[src/hw/rtl/cfpd_pkg.sv]
package cfpd_pkg;

  localparam int unsigned FIELD_DIGITS_DEF = 3;
  localparam int unsigned NAME_LIMIT_DEF   = 99;

  localparam int unsigned BYTE_W  = 8;
  localparam int unsigned VALUE_W = 10;
  localparam int unsigned KIND_W  = 3;
  localparam int unsigned TDATA_W = 40;

  localparam logic [BYTE_W-1:0]  COLON   = 8'h3a;
  localparam logic [BYTE_W-1:0]  DIGIT_0 = 8'h30;
  localparam logic [BYTE_W-1:0]  DIGIT_9 = 8'h39;
  localparam logic [VALUE_W-1:0] ACC_MAX = 10'd1023;

  typedef enum logic [KIND_W-1:0] {
    KIND_HEADER   = 3'd0,
    KIND_NAME     = 3'd1,
    KIND_NAME_END = 3'd2,
    KIND_DATA     = 3'd3,
    KIND_ERROR    = 3'd4
  } kind_e;

  typedef enum logic [5:0] {
    PH_IDLE   = 6'b000001,
    PH_TOTAL  = 6'b000010,
    PH_NUMBER = 6'b000100,
    PH_SIZE   = 6'b001000,
    PH_NAME   = 6'b010000,
    PH_DATA   = 6'b100000
  } phase_e;

  typedef struct packed {
    logic               last;
    logic               final_fragment;
    logic               accepted;
    logic [BYTE_W-1:0]  byte_value;
    logic [VALUE_W-1:0] data_size;
    logic [VALUE_W-1:0] fragment_number;
    logic [VALUE_W-1:0] total_fragments;
    kind_e              kind;
  } result_t;

endpackage

[src/hw/rtl/cfpd_parser.sv]
module cfpd_parser #(
  parameter int unsigned FIELD_DIGITS = cfpd_pkg::FIELD_DIGITS_DEF,
  parameter int unsigned NAME_LIMIT   = cfpd_pkg::NAME_LIMIT_DEF
) (
  input  logic                        clk_i,
  input  logic                        rst_ni,
  input  logic                        step_i,
  input  logic [cfpd_pkg::BYTE_W-1:0] byte_i,
  input  logic                        first_i,
  output logic                        res_valid_o,
  output cfpd_pkg::result_t           res_o
);

  localparam int unsigned DW = $clog2(FIELD_DIGITS + 1);
  localparam int unsigned NW = $clog2(NAME_LIMIT + 1);
  localparam int unsigned VW = cfpd_pkg::VALUE_W;
  localparam int unsigned MW = VW + 4;

  cfpd_pkg::phase_e phase_q, phase_d, ph;
  logic [VW-1:0] acc_q, acc_d, acc;
  logic [DW-1:0] dcnt_q, dcnt_d, dcnt;
  logic          nd_q, nd_d, nd;
  logic [VW-1:0] total_q, total_d, total_h;
  logic [VW-1:0] number_q, number_d, number_h;
  logic [VW-1:0] size_q, size_d, size_h;
  logic [NW-1:0] ncnt_q, ncnt_d, ncnt;
  logic [VW-1:0] rem_q, rem_d, rem;
  logic          is_colon, is_digit;
  logic [MW-1:0] acc_mul;
  logic [VW-1:0] acc_sat;
  logic [VW-1:0] rem_dec;

  assign is_colon = (byte_i == cfpd_pkg::COLON);
  assign is_digit = (byte_i >= cfpd_pkg::DIGIT_0) && (byte_i <= cfpd_pkg::DIGIT_9);

  // restart on first byte
  assign ph       = first_i ? cfpd_pkg::PH_TOTAL : phase_q;
  assign acc      = first_i ? '0 : acc_q;
  assign dcnt     = first_i ? '0 : dcnt_q;
  assign nd       = first_i ? 1'b0 : nd_q;
  assign total_h  = first_i ? '0 : total_q;
  assign number_h = first_i ? '0 : number_q;
  assign size_h   = first_i ? '0 : size_q;
  assign ncnt     = first_i ? '0 : ncnt_q;
  assign rem      = first_i ? '0 : rem_q;

  // acc * 10 + digit, saturating
  assign acc_mul = {1'b0, acc, 3'b000} + {3'b000, acc, 1'b0}
                 + MW'(byte_i - cfpd_pkg::DIGIT_0);
  assign acc_sat = (acc_mul > MW'(cfpd_pkg::ACC_MAX)) ? cfpd_pkg::ACC_MAX : acc_mul[VW-1:0];
  assign rem_dec = (rem != '0) ? rem - VW'(1) : rem;

  always_comb begin
    phase_d     = ph;
    acc_d       = acc;
    dcnt_d      = dcnt;
    nd_d        = nd;
    total_d     = total_h;
    number_d    = number_h;
    size_d      = size_h;
    ncnt_d      = ncnt;
    rem_d       = rem;
    res_valid_o = 1'b0;
    res_o       = '0;
    res_o.kind  = cfpd_pkg::KIND_HEADER;
    unique case (ph) inside
      cfpd_pkg::PH_TOTAL, cfpd_pkg::PH_NUMBER, cfpd_pkg::PH_SIZE: begin
        if (is_colon) begin
          acc_d  = '0;
          dcnt_d = '0;
          nd_d   = 1'b0;
          if (ph == cfpd_pkg::PH_TOTAL) begin
            total_d = acc;
            phase_d = cfpd_pkg::PH_NUMBER;
          end else if (ph == cfpd_pkg::PH_NUMBER) begin
            number_d = acc;
            phase_d  = cfpd_pkg::PH_SIZE;
          end else begin
            size_d                = acc;
            phase_d               = cfpd_pkg::PH_NAME;
            ncnt_d                = '0;
            res_valid_o           = 1'b1;
            res_o.kind            = cfpd_pkg::KIND_HEADER;
            res_o.total_fragments = total_h;
            res_o.fragment_number = number_h;
            res_o.data_size       = acc;
            res_o.accepted        = (total_h != '0);
            res_o.final_fragment  = (number_h == total_h);
          end
        end else if (dcnt >= DW'(FIELD_DIGITS)) begin
          res_valid_o = 1'b1;
          res_o.kind  = cfpd_pkg::KIND_ERROR;
          phase_d     = cfpd_pkg::PH_IDLE;
          acc_d       = '0;
          dcnt_d      = '0;
          nd_d        = 1'b0;
        end else begin
          dcnt_d = dcnt + DW'(1);
          if (!nd && is_digit) begin
            acc_d = acc_sat;
          end else begin
            nd_d = 1'b1;
          end
        end
      end
      cfpd_pkg::PH_NAME: begin
        res_valid_o = 1'b1;
        if (is_colon) begin
          res_o.kind = cfpd_pkg::KIND_NAME_END;
          if (size_h == '0) begin
            res_o.last = 1'b1;
            phase_d    = cfpd_pkg::PH_IDLE;
          end else begin
            rem_d   = size_h;
            phase_d = cfpd_pkg::PH_DATA;
          end
        end else if (ncnt >= NW'(NAME_LIMIT)) begin
          res_o.kind = cfpd_pkg::KIND_ERROR;
          phase_d    = cfpd_pkg::PH_IDLE;
          acc_d      = '0;
          dcnt_d     = '0;
          nd_d       = 1'b0;
        end else begin
          ncnt_d           = ncnt + NW'(1);
          res_o.kind       = cfpd_pkg::KIND_NAME;
          res_o.byte_value = byte_i;
        end
      end
      cfpd_pkg::PH_DATA: begin
        res_valid_o      = 1'b1;
        res_o.kind       = cfpd_pkg::KIND_DATA;
        res_o.byte_value = byte_i;
        rem_d            = rem_dec;
        if (rem_dec == '0) begin
          res_o.last = 1'b1;
          phase_d    = cfpd_pkg::PH_IDLE;
        end
      end
      default: begin
        phase_d = cfpd_pkg::PH_IDLE;
      end
    endcase
  end

  always_ff @(posedge clk_i or negedge rst_ni) begin
    if (!rst_ni) begin
      phase_q  <= cfpd_pkg::PH_IDLE;
      acc_q    <= '0;
      dcnt_q   <= '0;
      nd_q     <= 1'b0;
      total_q  <= '0;
      number_q <= '0;
      size_q   <= '0;
      ncnt_q   <= '0;
      rem_q    <= '0;
    end else if (step_i) begin
      phase_q  <= phase_d;
      acc_q    <= acc_d;
      dcnt_q   <= dcnt_d;
      nd_q     <= nd_d;
      total_q  <= total_d;
      number_q <= number_d;
      size_q   <= size_d;
      ncnt_q   <= ncnt_d;
      rem_q    <= rem_d;
    end
  end

`ifndef SYNTHESIS
  a_data_rem_nonzero: assert property (@(posedge clk_i) disable iff (!rst_ni)
    phase_q == cfpd_pkg::PH_DATA |-> rem_q != '0)
    else $error("data phase with nothing left to pass");

  a_error_to_idle: assert property (@(posedge clk_i) disable iff (!rst_ni)
    step_i && res_valid_o && res_o.kind == cfpd_pkg::KIND_ERROR
    |=> phase_q == cfpd_pkg::PH_IDLE && acc_q == '0 && dcnt_q == '0)
    else $error("error did not return parser to idle");

  a_name_limit: assert property (@(posedge clk_i) disable iff (!rst_ni)
    ncnt_q <= NW'(NAME_LIMIT) && dcnt_q <= DW'(FIELD_DIGITS))
    else $error("name or digit count beyond limit");

  a_last_kind: assert property (@(posedge clk_i) disable iff (!rst_ni)
    res_valid_o && res_o.last
    |-> res_o.kind == cfpd_pkg::KIND_DATA || res_o.kind == cfpd_pkg::KIND_NAME_END)
    else $error("last set on a word that cannot end a packet");
`endif

endmodule

[src/hw/rtl/colon_field_packet_deframer.sv]
// Colon-field packet deframer. Bytes of a datagram enter on the slave stream,
// tuser high on the first byte of each datagram (that byte restarts parsing and
// is the first character of the total field). The three decimal fields
// total:number:size: produce one header word; then every name byte comes out,
// a name-end word at the closing colon, and exactly size data bytes, the last
// one with tlast (or the name end, when size is zero). An over-long field or
// name gives one error word and the block ignores bytes until the next first
// byte. Throughput is one byte per cycle while the master side takes results:
// a byte passes an input register, the parser logic and an output register,
// and moves on from the input register only when the output register is free,
// and both sides may stall at any time.
module colon_field_packet_deframer #(
  parameter int unsigned FIELD_DIGITS = cfpd_pkg::FIELD_DIGITS_DEF,
  parameter int unsigned NAME_LIMIT   = cfpd_pkg::NAME_LIMIT_DEF
) (
  input  logic                          clk_i,
  input  logic                          rst_ni,
  input  logic                          s_axis_tvalid_i,
  output logic                          s_axis_tready_o,
  input  logic [cfpd_pkg::BYTE_W-1:0]   s_axis_tdata_i,  // byte_in
  input  logic                          s_axis_tuser_i,  // first_byte
  output logic                          m_axis_tvalid_o,
  input  logic                          m_axis_tready_i,
  // total_fragments, fragment_number, data_size, byte_value, accepted, final_fragment
  output logic [cfpd_pkg::TDATA_W-1:0]  m_axis_tdata_o,
  output logic [cfpd_pkg::KIND_W-1:0]   m_axis_tuser_o,  // item_kind
  output logic                          m_axis_tlast_o   // last_of_packet
);

  logic                        in_valid_q, in_valid_d;
  logic [cfpd_pkg::BYTE_W-1:0] in_byte_q;
  logic                        in_first_q;
  logic                        out_valid_q, out_valid_d;
  cfpd_pkg::result_t           out_res_q;
  logic                        out_free, step, s_fire;
  logic                        res_valid;
  cfpd_pkg::result_t           res;

  assign out_free        = !out_valid_q || m_axis_tready_i;
  assign step            = in_valid_q && out_free;
  assign s_axis_tready_o = !in_valid_q || out_free;
  assign s_fire          = s_axis_tvalid_i && s_axis_tready_o;

  cfpd_parser #(
    .FIELD_DIGITS(FIELD_DIGITS),
    .NAME_LIMIT  (NAME_LIMIT)
  ) u_parser (
    .clk_i      (clk_i),
    .rst_ni     (rst_ni),
    .step_i     (step),
    .byte_i     (in_byte_q),
    .first_i    (in_first_q),
    .res_valid_o(res_valid),
    .res_o      (res)
  );

  always_comb begin
    in_valid_d = in_valid_q;
    if (s_fire) begin
      in_valid_d = 1'b1;
    end else if (step) begin
      in_valid_d = 1'b0;
    end
    out_valid_d = out_valid_q;
    if (step) begin
      out_valid_d = res_valid;
    end else if (m_axis_tready_i) begin
      out_valid_d = 1'b0;
    end
  end

  always_ff @(posedge clk_i or negedge rst_ni) begin
    if (!rst_ni) begin
      in_valid_q  <= 1'b0;
      out_valid_q <= 1'b0;
    end else begin
      in_valid_q  <= in_valid_d;
      out_valid_q <= out_valid_d;
    end
  end

  always_ff @(posedge clk_i) begin
    if (s_fire) begin
      in_byte_q  <= s_axis_tdata_i;
      in_first_q <= s_axis_tuser_i;
    end
    if (step && res_valid) begin
      out_res_q <= res;
    end
  end

  assign m_axis_tvalid_o = out_valid_q;
  assign m_axis_tdata_o  = {out_res_q.final_fragment, out_res_q.accepted,
                            out_res_q.byte_value, out_res_q.data_size,
                            out_res_q.fragment_number, out_res_q.total_fragments};
  assign m_axis_tuser_o  = out_res_q.kind;
  assign m_axis_tlast_o  = out_res_q.last;

endmodule
[config.mk]
export PLATFORM = sky130hd
export DESIGN_NAME = colon_field_packet_deframer
export DESIGN_NICKNAME = d
export VERILOG_FILES = /design/src/hw/rtl/cfpd_pkg.sv /design/src/hw/rtl/cfpd_parser.sv /design/src/hw/rtl/colon_field_packet_deframer.sv
export SDC_FILE = /design/constraint.sdc
export NUM_CORES = 1
export LEC_CHECK = 0
export ABC_AREA = 1
export BUFFER_PORTS_ARGS = -buffer_cell sky130_fd_sc_hd__buf_2
export CAP_MARGIN = 20
export CORE_AREA = 4 4 130 132
export DETAILED_ROUTE_END_ITERATION = 8
export DIE_AREA = 0 0 134 136
export GPL_TIMING_DRIVEN = 0
export PLACE_DENSITY = 0.79
export SLEW_MARGIN = 20
export SYNTH_ARGS = -nofsm -noshare
export SYNTH_HDL_FRONTEND = slang
export SYNTH_SLANG_ARGS = --single-unit
[constraint.sdc]
create_clock -name clk_i -period 6.02 [get_ports clk_i]
set_input_delay 0.301 -clock clk_i [delete_from_list [all_inputs] [get_ports clk_i]]
set_output_delay 0.301 -clock clk_i [all_outputs]
set_load 0.05 [all_outputs]
# [Yosys cells after proc, flatten, opt, wreduce, memory -nomap -nowiden]
# Index checks and enable logic that the tools add are counted.
[classes] n_addsub=6 n_lt_le_gt_ge=5 n_eq_ne=7 muxes=79 bitwise_logic=2 n_reduce_logical=19
[ops] operator="$mux 10" count=25
[ops] operator="$mux 6" count=7
[ops] operator="$mux 7" count=6
[ops] operator="$pmux 10 s2" count=2
[ops] operator="$logic_not 10->1" count=2
[ops] operator="$reduce_bool 10->1" count=2
[ops] operator="$pmux 6 s3" count=1
[ops] operator="$mux 1" count=17
[ops] operator="$mux 8" count=2
[ops] operator="$pmux 8 s2" count=1
[ops] operator="$mux 3" count=5
[ops] operator="$add 13x11->14" count=1
[ops] operator="$add 14x14->14" count=1
[ops] operator="$gt 14x10->1 const B" count=1
[ops] operator="$pmux 7 s2" count=1
[ops] operator="$eq 10x10->1" count=1
[ops] operator="$mux 2" count=5
[ops] operator="$mux 5" count=2
[ops] operator="$sub 10x1->10 const B" count=1
[ops] operator="$pmux 3 s3" count=1
[ops] operator="$sub 8x6->9 const B" count=1
[ops] operator="$eq 8x6->1 const B" count=1
[ops] operator="$ge 8x6->1 const B" count=1
[ops] operator="$le 8x6->1 const B" count=1
[ops] operator="other kinds (19)" count=30
[word_totals] reg_bits=121 input_bits=13 output_inout_bits=46 wordCells=139

# [Longest topological paths before layout]
# Gate-level depths: netlist of the first run.
[logic_depth] word_depth=9 mapped_depth=22 mapped_depth_nobuf=19

# [Cells and area by module]
# From an unflattened synthesis of the first run, not the netlist that was laid out.
[hier_totals] hier_cells=992 hier_area_um2=7483.4
[modules_own_cells] module="cfpd_parser" instances=1 cells_each=924 area_each_um2=5783.0 seq_area_each_um2=1652.8
[modules_own_cells] module="colon_field_packet_deframer" instances=1 cells_each=68 area_each_um2=1700.4 seq_area_each_um2=1641.6

# [Least setup slack after synthesis of the first run]
# No wires, ideal clock.
[synth_path] path_type="register to register" startpoint="register in_first_q" endpoint="register u_parser.acc_q[8]" setup_ns=0.124 arrival_ns=3.331 setup_slack_ns=2.565 stages_incl_launch_ff=20 path_cell_list="edfxtp_1 -> inv_2 -> buf_6 -> buf_6 -> buf_4 -> buf_2 -> nand2_1 -> fa_1 -> inv_1 -> ha_1 -> a21oi_1 -> nor2_1 -> nor2_1 -> nand2_1 -> xor2_1 -> nor2_1 -> and2_1 -> nand2_1 -> nand2_1 -> nand2_1"
[synth_via] elab_chain_len=9 word_cells_on_any_way=24 cone_classes="add/sub (2); order compare (3); eq/ne (4); mux (12); reduce/logical (3)"
[synth_lines] item="start: declaration" line_no="colon_field_packet_deframer.sv:32" source="logic in_first_q;"
[synth_lines] item="start signal: assignment" line_no="colon_field_packet_deframer.sv:85" source="in_first_q <= s_axis_tuser_i;"
[synth_lines] item="$mux 10" line_no="cfpd_parser.sv:38" source="assign acc = first_i ? '0 : acc_q;"
[synth_lines] item="$add 13x11->14" line_no="cfpd_parser.sv:48" source="assign acc_mul = {1'b0, acc, 3'b000} + {3'b000, acc, 1'b0}"
[synth_lines] item="$add 14x14->14" line_no="cfpd_parser.sv:49" source="+ MW'(byte_i - cfpd_pkg::DIGIT_0);"
[synth_lines] item="$gt 14x10->1" line_no="cfpd_parser.sv:50" source="assign acc_sat = (acc_mul > MW'(cfpd_pkg::ACC_MAX)) ? cfpd_pkg::ACC_MAX : acc_mul[VW-1:0];"
[synth_lines] item="$mux 10" line_no="cfpd_parser.sv:50"
[synth_lines] item="$mux 10" line_no="cfpd_parser.sv:99" source="if (!nd && is_digit) begin"
[synth_lines] item="$mux 10" line_no="cfpd_parser.sv:90" source="end else if (dcnt >= DW'(FIELD_DIGITS)) begin"
[synth_lines] item="$mux 10" line_no="cfpd_parser.sv:68" source="if (is_colon) begin"
[synth_lines] item="$pmux 10 s2 (*)" line_no="cfpd_parser.sv:66" source="unique case (ph) inside"
[synth_lines] item="end signal: assignment" line_no="cfpd_parser.sv:148" source="acc_q <= '0;"
[synth_lines] item="end signal: assignment" line_no="cfpd_parser.sv:158" source="acc_q <= acc_d;"
[synth_lines] item="end: declaration" line_no="cfpd_parser.sv:20" source="logic [VW-1:0] acc_q, acc_d, acc;"
# Every way passes the cells marked *; elsewhere a longest branch is shown, timed or not.
# A chain may end at the register's enable or synchronous reset.

# [Worst setup path in the final report of the first run]
# Same ends and word-level chain as after synthesis.

==> reports/metrics.json, run 1 <==
{
  "num_antenna_cells": 0,
  "worst_setup_path_end_kind": "flop",
  "timing.critical_path.fanout_max": 10,
  "synth.largest_area_cell": "sky130_fd_sc_hd__dfrtp_1",
  "io_buffers": 58,
  "final_max_slew_viol_count": 0,
  "antenna_violations_before_repair": 0,
  "place_congestion": 0.938,
  "grt_pass1_wl_mm": 33.6,
  "synth_area_mm2": 0.00770,
  "gr-total-overflow": 0,
  "maximum_buffer_depth_of_the_clock_tree": 2,
  "vias_in_the_first_global_route": 6669,
  "finish.cell_count_without_fillers": 1290,
  "vdd_drop_max_uv": 199,
  "holdCritPathClass": "in2reg",
  "drt-wirelength-per-cell_um": 15.9,
  "grt_start_max_net_pins": 43,
  "maxClockFrequency_mhz": 223,
  "detailed_place_hpwl_mm": 14.9,
  "detailroute.via_count": 7009,
  "cellLeakagePower_uw": 0.00415,
  "synth-seq-area-share": 0.428,
  "syn2layout_area_growth_pct": 15.7,
  "die_width_um": 134,
  "power_density_over_the_cells_mw_per_mm2": 285,
  "layout_setup_ws_ns": 1.54,
  "num-nets-final": 1102,
  "ios": 59,
  "ys_top_cells_by_area": "sky130_fd_sc_hd__dfrtp_1 22%, sky130_fd_sc_hd__edfxtp_1 21%, sky130_fd_sc_hd__nand2_1 10%, sky130_fd_sc_hd__inv_1 6.2%, sky130_fd_sc_hd__nor2_1 6.0%",
  "crit_path_start_kind": "flop",
  "floorplan.die_area_mm2": 0.0182,
  "cp.arrival_ns": 4.79,
  "timing.setup.critical_path_class": "reg2reg",
  "source_to_sink_clock_delay_at_the_later_pin_of_the_worst_skew_pair_ns": 0.43,
  "synth_cells": 981,
  "grt_use_total": 0.235,
  "ffs_latches_synth": 121,
  "cp_data_required_time_ns": 6.33,
  "drtIter0Drc": 790,
  "final.setup_skew_ns": 0.00840,
  "via_per_inst": 5.43,
  "drv.max_cap_violation_count": 0,
  "drt-total-wl_mm": 20.5,
  "cts_root_buffer": "sky130_fd_sc_hd__clkbuf_16",
  "cts-buffers-inserted": 17,
  "tritoncts_clock_tree": "built",
  "numPlacedInstances": 1257,
  "layout_worst_path_cycle_share": 0.744,
  "design.core.area_mm2": 0.0157,
  "remaining_drc_errors": 0,
  "num-fill-cells": 1411,
  "timing.final.hold_violations": 0,
  "synthDominantCellAreaShare": 0.218,
  "setup-violations-final": 0,
  "synth_area_per_cell_um2": 7.85,
  "timing.final.crit_period_ns": 4.48,
  "yosysWarningCount": 0,
  "number_of_clock_sinks": 121,
  "clk_pin_slew_worst_paths_ns": 0.06,
  "tns_ns": 0,
  "die_h_um": 136,
  "status": "completed",
  "1st_pass_router_iterations": 8,
  "pre_cts_ws_ns": 1.61,
  "cts.htree.levels": 4,
  "proportion_of_layout_cells_with_a_drive_suffix_above_1": 0.171,
  "floorplan.initialDensity": 0.490,
  "rows": 46,
  "postSynthNetCount": 1022,
  "max_slew_margin": 0.405,
  "final_antenna_net_count": 0,
  "synth_cell_types": 50,
  "rsz0062_at_grt": "false",
  "fin_worst_hold_slack_ns": 0.0422,
  "worst_slew_pin_slew_ns": 0.886
}
-- area by class of cell --
cell class | instances | area (um2) | share of cell area
Buffer | 31 | 201 | 0.0226
Clock buffer | 18 | 429 | 0.0481
Clock inverter | 14 | 160 | 0.0180
Inverter | 143 | 537 | 0.0602
Multi-Input combinational cell | 686 | 3670 | 0.412
Sequential cell | 121 | 3290 | 0.370
Tap cell | 216 | 270 | 0.0303
Timing Repair Buffer | 61 | 350 | 0.0393
-- where the power goes --
group / internal, uW / switching (uW) / total (uW)
Sequential: 910 / 32.0 / 942
Clock: 619 / 410 / 1030
Combinational: 180 / 385 / 565
-- Yosys cell counts, drive strengths merged --
cell,count
dfrtp,67
dfstp,1
o21bai,2
nand3b,3
nor4,3
xnor2,4
or2,4
edfxtp,53
a211oi,5
nor2,155
buf,16
o21ai,82
nand2,224
nand3,61
o2111ai,1
and2,2
o311ai,2
clkinv,1
inv,142
a21boi,1
o211ai,6
ha,19
a22oi,4
o21a,1
nor3,8
a31oi,3
xor2,8
a21oi,55
fa,9
clkbuf,15
o22ai,6
nand4,18
-- cell usage in the layout, fill, tap and decap left out, drive strengths merged, types with 6 or more instances in the layout --
cell type | synthesis | final
a21oi | 55 | 55
buf | 16 | 76
clkbuf | 15 | 33
dfrtp | 67 | 67
edfxtp | 53 | 53
fa | 9 | 9
ha | 19 | 19
inv | 142 | 150
nand2 | 224 | 224
nand3 | 61 | 61
nand4 | 18 | 18
nor2 | 155 | 155
nor3 | 8 | 8
o211ai | 6 | 6
o21ai | 82 | 82
o22ai | 6 | 6
xor2 | 8 | 8
-- cell families (layout without fill, tap and decap cells) --
family	after synthesis	after routing	share of synthesized area
AO/OA/AOI/OAI	168	168	0.122
XOR/XNOR	12	12	0.0136
adder cells (fa/ha/maj)	28	28	0.0542
buffers and inverters	174	267	0.0958
flip-flops	121	121	0.428
AND/OR/NAND/NOR	478	478	0.286
-- flip-flops by register name, summed over array words and instances (netlist names) --
register and flops:
m_axis_tdata_o 40, u_parser.phase_q 6, u_parser.ncnt_q 7, u_parser.number_q 10
in_valid_q 1, u_parser.rem_q 10, m_axis_tlast_o 1, u_parser.acc_q 10
m_axis_tvalid_o 1, m_axis_tuser_o 3, u_parser.dcnt_q 2, u_parser.total_q 10
in_first_q 1, u_parser.nd_q 1, in_byte_q 8, u_parser.size_q 10
-- path summary, 6_finish.rpt --
| path | slack, ns | cells after the start | end | from |
|---|---|---|---|---|
| setup reg to reg | 1.54 | 19 | u_parser.acc_q[8]$_DFFE_PN0P_ | in_first_q$_DFFE_PP_ |
| hold reg to reg | 0.50 | 2 | u_parser.acc_q[7]$_DFFE_PN0P_ | u_parser.acc_q[7]$_DFFE_PN0P_ |
| min in group asynchronous | 0.35 | 2 | u_parser.rem_q[3]$_DFFE_PN0P_ | rst_ni |
| setup / recovery | 1.54 | 19 | u_parser.acc_q[8]$_DFFE_PN0P_ | in_first_q$_DFFE_PP_ |
| hold / removal | 0.04 | 1 | in_byte_q[4]$_DFFE_PP_ | s_axis_tdata_i[4] |
| max in group asynchronous | 5.07 | 3 | u_parser.phase_q[0]$_DFFE_PN1P_ | rst_ni |
-- per-layer routing --
layer  share of wire  track usage
met4           0.026        0.107
met3           0.090       0.0459
met5               0            0
met2            0.46        0.376
met1            0.42        0.311
-- per-stage QoR --
stage / utilization / total power, uW / area, um2
after floorplan: - / 1360 / 7700
after global placement: 0.526 / 1500 / 8270
after detailed placement: 0.529 / 1510 / 8320
after CTS: 0.567 / 2540 / 8910
after global routing: 0.567 / 2660 / 8910
final: 0.567 / 2540 / 8910
-- what timing repair did --
action | CTS | global route
gates resized for setup | 0 | 0
buffers inserted | 0 | 0
hold endpoints to repair | 26 | 0
hold buffers | 1 | 0
-- critical path, cell delays in order (launching register included) --
cell and delay (ns):
sky130_fd_sc_hd__edfxtp_1 0.44, sky130_fd_sc_hd__inv_2 0.19, sky130_fd_sc_hd__buf_6 0.20, sky130_fd_sc_hd__buf_6 0.17, sky130_fd_sc_hd__buf_4 0.19, sky130_fd_sc_hd__buf_2 0.26
sky130_fd_sc_hd__nand2_1 0.36, sky130_fd_sc_hd__fa_1 0.66, sky130_fd_sc_hd__inv_1 0.05, sky130_fd_sc_hd__ha_1 0.35, sky130_fd_sc_hd__a21oi_1 0.24, sky130_fd_sc_hd__nor2_1 0.06
sky130_fd_sc_hd__nor2_1 0.08, sky130_fd_sc_hd__nand2_1 0.07, sky130_fd_sc_hd__xor2_1 0.15, sky130_fd_sc_hd__nor2_1 0.46, sky130_fd_sc_hd__and2_1 0.24, sky130_fd_sc_hd__nand2_1 0.06
sky130_fd_sc_hd__nand2_1 0.06, sky130_fd_sc_hd__nand2_1 0.05
Note: power is estimated with default switching activity, not from simulation.
==> run 2: changes to the inputs <==
clock period = 4.35 ns   (was 6.02 ns; I/O delays follow)
==> reports/metrics.json, run 2 (same netlist as run 1, synthesis figures left out) <==
{
  "antenna_violations_before_repair": 0,
  "timing.final.crit_period_ns": 4.12,
  "timing.setup.critical_path_class": "reg2reg",
  "gr-total-overflow": 0,
  "timing.reg2reg.setup_slack_ns": 0.23,
  "remaining_drc_errors": 0,
  "cp.arrival_ns": 4.43,
  "cellLeakagePower_uw": 0.00420,
  "power.switching_fraction": 0.327,
  "dr_wl_met2_mm": 9.73,
  "number_of_clock_sinks": 121,
  "final_common_cell": "sky130_fd_sc_hd__nand2_1",
  "tritoncts_clock_tree": "built",
  "highest_layer": "met4",
  "worst_setup_path_end_kind": "flop",
  "total_switching_power_uw": 1160,
  "drtIter0Drc": 816,
  "cp_data_required_time_ns": 4.66,
  "crit_path_start_kind": "flop",
  "num_antenna_cells": 0,
  "rr_worst_depth": 19,
  "source_to_sink_clock_delay_at_the_later_pin_of_the_worst_skew_pair_ns": 0.43,
  "final_antenna_net_count": 0,
  "r2r_start": "in_first_q$_DFFE_PP_",
  "max_slew_margin": 0.404,
  "dpl_cell_area_mm2": 0.00832,
  "timing.final.hold_violations": 0,
  "setup-violations-final": 0,
  "clock_power_share": 0.403,
  "io_buffers": 58,
  "tns_ns": 0,
  "die_h_um": 136,
  "detailed_place_hpwl_mm": 14.9,
  "finish.cell_count_without_fillers": 1299,
  "ios": 59,
  "worst_slew_pin_slew_ns": 0.888,
  "drt-total-wl_mm": 20.6,
  "num-nets-final": 1111,
  "via_per_inst": 5.44,
  "1st_pass_router_iterations": 6,
  "power_density_over_the_cells_mw_per_mm2": 391,
  "die_width_um": 134,
  "holdCritPathClass": "in2reg",
  "drt-met1-wl_mm": 8.80,
  "combPwrFrac": 0.228,
  "grt_use_total": 0.236,
  "wl_met3_mm": 1.59,
  "final.setup_skew_ns": 0.00945,
  "numPlacedInstances": 1257,
  "vias_in_the_first_global_route": 6681,
  "status": "completed",
  "design.core.area_mm2": 0.0157,
  "proportion_of_layout_cells_with_a_drive_suffix_above_1": 0.177,
  "num-fill-cells": 1393,
  "maximum_buffer_depth_of_the_clock_tree": 2,
  "final_max_slew_viol_count": 0,
  "place_congestion": 0.938,
  "grt_pass1_wl_mm": 33.8,
  "rsz0062_at_grt": "false",
  "floorplan.die_area_mm2": 0.0182,
  "p_int_uw": 2380,
  "rows": 46,
  "critPathCapture": "u_parser.acc_q[8]$_DFFE_PN0P_",
  "flip_flop_count_of_the_largest_register_all_copies_and_words_added": 40,
  "timing.critical_path.fanout_max": 10,
  "drt-wirelength-per-cell_um": 15.9,
  "drv.max_cap_violation_count": 0,
  "cts.htree.levels": 4,
  "layout.cells.most_common_list": "208 x sky130_fd_sc_hd__nand2_1, 126 x sky130_fd_sc_hd__inv_1, 122 x sky130_fd_sc_hd__nor2_1",
  "fin_area_mm2": 0.00903,
  "floorplan.initialDensity": 0.490,
  "syn2layout_area_growth_pct": 17.2,
  "vdd_drop_max_uv": 277,
  "clk_pin_slew_worst_paths_ns": 0.06,
  "layout_worst_path_cycle_share": 0.947,
  "cts_root_buffer": "sky130_fd_sc_hd__clkbuf_16",
  "detailroute.via_count": 7065,
  "timing.rr.end": "u_parser.acc_q[8]$_DFFE_PN0P_",
  "critPathLaunch": "in_first_q$_DFFE_PP_",
  "maxClockFrequency_mhz": 243,
  "cts-buffers-inserted": 17,
  "grt_start_max_net_pins": 43,
  "p_seq_frac": 0.369
}
-- run 2: per-layer routing --
metal	track usage	vias up
met2	0.378	302
met5	0	-
met3	0.0459	50
met4	0.107	0
met1	0.313	3326
li1	-	3387
-- run 2: how the worst min path moves through the flow --
stage	slack, ns	from	depth (start not counted)	to
2_1_floorplan	-0.08	rst_ni	0	in_valid_q$_DFFE_PN0P_
3_3_place_gp	0.40	s_axis_tdata_i[7]	1	in_byte_q[7]$_DFFE_PP_
3_5_place_dp	0.18	rst_ni	1	u_parser.rem_q[3]$_DFFE_PN0P_
4_1_cts	0.01	s_axis_tvalid_i	3	in_valid_q$_DFFE_PN0P_
5_1_grt	0.05	s_axis_tvalid_i	3	in_valid_q$_DFFE_PN0P_
6_report	0.01	s_axis_tvalid_i	3	in_valid_q$_DFFE_PN0P_
-- run 2: critical path: stages (launching register included) --
cell and delay (ns):
sky130_fd_sc_hd__edfxtp_1 0.44, sky130_fd_sc_hd__inv_2 0.19, sky130_fd_sc_hd__buf_6 0.19, sky130_fd_sc_hd__buf_6 0.18, sky130_fd_sc_hd__buf_4 0.19, sky130_fd_sc_hd__buf_2 0.28
sky130_fd_sc_hd__nand2_2 0.25, sky130_fd_sc_hd__fa_1 0.60, sky130_fd_sc_hd__inv_1 0.05, sky130_fd_sc_hd__ha_1 0.35, sky130_fd_sc_hd__a21oi_1 0.25, sky130_fd_sc_hd__nor2_1 0.07
sky130_fd_sc_hd__nor2_1 0.08, sky130_fd_sc_hd__nand2_1 0.07, sky130_fd_sc_hd__xor2_1 0.17, sky130_fd_sc_hd__nor2_4 0.23, sky130_fd_sc_hd__and2_1 0.20, sky130_fd_sc_hd__nand2_1 0.06
sky130_fd_sc_hd__nand2_1 0.06, sky130_fd_sc_hd__nand2_1 0.05
-- run 2: repair_timing --
item | 4_1_cts | 5_1_grt
setup endpoints to repair | 3 | 10
buffers inserted | 0 | 0
gates resized for setup | 2 | 8
hold endpoints to repair | 35 | 0
hold buffers | 10 | 0
-- run 2: area by class of cell --
class | count | area, um2 | area share
clock buffers | 18 | 429 | 0.0475
repair buffers | 70 | 440 | 0.0488
multi-input cells | 686 | 3700 | 0.410
well taps | 216 | 270 | 0.0299
clock inverters | 14 | 160 | 0.0177
flip-flops and latches | 121 | 3290 | 0.365
inverters | 143 | 537 | 0.0594
plain buffers | 31 | 201 | 0.0223
-- run 2: stage by stage --
step | power (uW) | setup WS, ns | hold slack (ns) | util
after CTS | 3520 | 0.0810 | 0.0101 | 0.573
after floorplan | 1890 | 0.895 | -0.0781 | -
after global placement | 2070 | -0.0437 | 0.395 | 0.526
final | 3530 | 0.230 | 0.0112 | 0.575
after global routing | 3700 | 0.0187 | 0.0488 | 0.575
after detailed placement | 2090 | -0.0628 | 0.177 | 0.529
-- run 2: power groups by stage --
stage          logic, uW  registers, uW  clock network [uW]
2_1_floorplan        556           1330                   0
3_3_place_gp         751           1320                   0
3_5_place_dp         765           1320                   0
4_1_cts              782           1300                1440
5_1_grt              901           1310                1490
6_report             804           1300                1420
==> run 3: changes to the inputs <==
CORE_AREA = 4 4 122 124   (was 4 4 130 132)
DIE_AREA = 0 0 126 128   (was 0 0 134 136)
PLACE_DENSITY = 0.85   (was 0.79)
SYNTH_HIERARCHICAL = 1   (was not set)
==> reports/metrics.json, run 3 <==
{
  "status": "completed",
  "p_int_uw": 2530,
  "flip_flop_count_of_the_largest_register_all_copies_and_words_added": 40,
  "synth_area_per_cell_um2": 7.54,
  "proportion_of_layout_cells_with_a_drive_suffix_above_1": 0.128,
  "drtIter0Drc": 1052,
  "power_density_over_the_cells_mw_per_mm2": 437,
  "synth_enable_flop_cells": 53,
  "detailroute.via_count": 7450,
  "totalPowerFinal_uw": 3840,
  "synth_cells": 992,
  "maxClockFrequency_mhz": 240,
  "clock_power_share": 0.366,
  "yosysWarningCount": 6,
  "drt-wirelength-per-cell_um": 16.8,
  "syn2layout_area_growth_pct": 17.3,
  "rr_worst_depth": 18,
  "worst_setup_path_end_kind": "flop",
  "worst_hold_path.num_cells": 4,
  "layout_worst_path_cycle_share": 0.959,
  "drv.max_cap_violation_count": 0,
  "grt_start_max_net_pins": 43,
  "layout.cells.most_common_list": "213 x sky130_fd_sc_hd__nand2_1, 151 x sky130_fd_sc_hd__inv_1, 139 x sky130_fd_sc_hd__nor2_1",
  "synth_cell_types": 39,
  "synth_top_flop_cell": "sky130_fd_sc_hd__dfrtp_1",
  "synth.cells.most_frequent": "214 x sky130_fd_sc_hd__nand2_1, 153 x sky130_fd_sc_hd__inv_1, 141 x sky130_fd_sc_hd__nor2_1, 67 x sky130_fd_sc_hd__dfrtp_1, 62 x sky130_fd_sc_hd__nand3_1",
  "yosys-mux-area-fraction": 0,
  "cts_root_buffer": "sky130_fd_sc_hd__clkbuf_16",
  "timing.reg2reg.setup_slack_ns": 0.18,
  "antenna_violations_before_repair": 0,
  "synth-seq-area-share": 0.440,
  "power.switching_fraction": 0.340,
  "synth_compound_area_frac": 0.125,
  "postSynth.asyncResetShare": 0.562,
  "maximum_buffer_depth_of_the_clock_tree": 2,
  "wl_met3_mm": 2.47,
  "grt_use_total": 0.269,
  "detailed_place_hpwl_mm": 15.2,
  "crit_path_start_kind": "flop",
  "final.setup_skew_ns": 0.00953,
  "clk_pin_slew_worst_paths_ns": 0.05,
  "ys_top_cells_by_area": "sky130_fd_sc_hd__dfrtp_1 22%, sky130_fd_sc_hd__edfxtp_1 21%, sky130_fd_sc_hd__nand2_1 11%, sky130_fd_sc_hd__inv_1 7.7%, sky130_fd_sc_hd__nor2_1 7.1%",
  "remaining_drc_errors": 0,
  "cts.htree.levels": 4,
  "tritoncts_clock_tree": "built",
  "tns_ns": 0,
  "fin_util": 0.637,
  "place_congestion": 0.979,
  "highest_layer": "met4",
  "design.core.area_mm2": 0.0138,
  "via_per_inst": 5.84,
  "ios": 59,
  "fin_worst_hold_slack_ns": 0.0623,
  "drt-met1-wl_mm": 8.31,
  "max_slew_margin": 0.537,
  "final_antenna_net_count": 0,
  "timing.critical_path.fanout_max": 10,
  "cp.arrival_ns": 4.47,
  "timing.setup.critical_path_class": "reg2reg",
  "total_switching_power_uw": 1300,
  "num-nets-final": 1124,
  "number_of_clock_sinks": 121,
  "drt-total-wl_mm": 21.5,
  "final_common_cell": "sky130_fd_sc_hd__nand2_1",
  "ffs_latches_synth": 121,
  "floorplan.die_area_mm2": 0.0161,
  "die_width_um": 126,
  "io_buffers": 58,
  "dr_wl_met2_mm": 9.74,
  "grt_pass1_wl_mm": 34.7,
  "main_combinational_cell_family_by_area_after_synthesis": "simple AND/OR/NAND/NOR gates",
  "holdCritPathClass": "in2reg",
  "worst_slew_pin_slew_ns": 0.695,
  "cts-buffers-inserted": 17,
  "post_cts.repair.setup_buffers": 0,
  "source_to_sink_clock_delay_at_the_later_pin_of_the_worst_skew_pair_ns": 0.42,
  "synth_xor_xnor_area_share": 0.0117,
  "timing.final.hold_violations": 0,
  "min_from": "m_axis_tready_i",
  "1st_pass_router_iterations": 6,
  "cellLeakagePower_uw": 0.00416,
  "post_synth_and_or_nand_nor_area_fraction": 0.264,
  "synth_fa_ha_area_frac": 0.0575,
  "vdd_drop_max_uv": 295,
  "synth.largest_area_cell": "sky130_fd_sc_hd__dfrtp_1",
  "r2r_start": "in_first_q$_DFFE_PP_",
  "floorplan.initialDensity": 0.543,
  "postSynthNetCount": 1034,
  "worstHoldEndpoint": "in_valid_q$_DFFE_PN0P_",
  "die_h_um": 128,
  "p_seq_frac": 0.363,
  "num_antenna_cells": 0,
  "combPwrFrac": 0.271,
  "cp_data_required_time_ns": 4.65,
  "synth_area_mm2": 0.00748,
  "timing.rr.end": "u_parser/acc_q[1]$_DFFE_PN0P_",
  "most_used_standard_cell_by_instance_count_after_synthesis": "sky130_fd_sc_hd__nand2_1",
  "vias_in_the_first_global_route": 7073,
  "setup-violations-final": 0,
  "synthDominantCellAreaShare": 0.224,
  "gr-total-overflow": 0,
  "timing.final.crit_period_ns": 4.17,
  "rows": 43,
  "final_max_slew_viol_count": 0
}
-- run 3: repair_timing --
action                                 4_1_cts  5_1_grt
endpoints found under the hold margin       35        0
gates resized for setup                      2        7
hold buffers                                11        0
setup endpoints to repair                    7       10
-- run 3: kinds of logic after synthesis --
kind of cell	Yosys count
compound gates	167
xor+xnor	10
fa+ha+maj	29
buf+inv	194
flops	121
simple gates	471
-- run 3: worst max-delay path by stage --
stage | start | to | slack (ns) | cells after the start
floorplan | in_first_q$_DFFE_PP_ | u_parser/acc_q[7]$_DFFE_PN0P_ | 0.91 | 18
global placement | in_first_q$_DFFE_PP_ | u_parser/acc_q[3]$_DFFE_PN0P_ | 0.06 | 18
detailed placement | in_first_q$_DFFE_PP_ | u_parser/acc_q[6]$_DFFE_PN0P_ | 0.03 | 19
CTS | in_first_q$_DFFE_PP_ | u_parser/acc_q[1]$_DFFE_PN0P_ | 0.11 | 18
global route | in_first_q$_DFFE_PP_ | u_parser/acc_q[1]$_DFFE_PN0P_ | -0.005 | 19
finish | in_first_q$_DFFE_PP_ | u_parser/acc_q[1]$_DFFE_PN0P_ | 0.18 | 18
-- run 3: worst max-delay path: stages, from the launching register on --
cell	delay [ns]
sky130_fd_sc_hd__edfxtp_1	0.47
sky130_fd_sc_hd__inv_2	0.19
sky130_fd_sc_hd__buf_6	0.19
sky130_fd_sc_hd__buf_6	0.17
sky130_fd_sc_hd__buf_2	0.27
sky130_fd_sc_hd__clkbuf_4	0.28
sky130_fd_sc_hd__nand2_1	0.22
sky130_fd_sc_hd__inv_1	0.23
sky130_fd_sc_hd__fa_1	0.45
sky130_fd_sc_hd__ha_1	0.36
sky130_fd_sc_hd__nand2_1	0.10
sky130_fd_sc_hd__nor2_1	0.14
sky130_fd_sc_hd__nand3_1	0.13
sky130_fd_sc_hd__nand4_1	0.12
sky130_fd_sc_hd__nand2_1	0.09
sky130_fd_sc_hd__nor2_4	0.25
sky130_fd_sc_hd__nand3_1	0.17
sky130_fd_sc_hd__nand2_1	0.12
sky130_fd_sc_hd__a21oi_1	0.07
-- run 3: per-layer routing --
metal,vias up,global-route usage
li1,3405,-
met1,3419,0.352
met2,526,0.426
met3,100,0.0558
met4,0,0.140
met5,-,0
-- run 3: per-stage QoR --
step	area [um2]	cells	setup slack [ns]
6_report	8780	1275	0.180
3_3_place_gp	8000	1230	0.0626
5_1_grt	8780	1275	-0.00497
3_5_place_dp	8050	1232	0.0326
2_1_floorplan	7480	992	0.914
4_1_cts	8760	1275	0.110
-- run 3: power groups by stage --
stage / registers [uW] / logic [uW] / clock network (uW)
detailed placement: 1400 / 973 / 0
finish: 1390 / 1040 / 1400
floorplan: 1440 / 685 / 0
global route: 1400 / 1150 / 1480
global placement: 1400 / 944 / 0
CTS: 1390 / 1000 / 1410
-- run 3: area by class of cell --
| type | count | area, um2 |
|---|---|---|
| Tap cell | 180 | 225 |
| Sequential cell | 121 | 3290 |
| Buffer | 33 | 164 |
| Timing Repair Buffer | 71 | 450 |
| Fill cell | 1155 | 5000 |
| Clock buffer | 20 | 437 |
| Multi-Input combinational cell | 677 | 3450 |
| Inverter | 161 | 604 |
| Clock inverter | 12 | 154 |
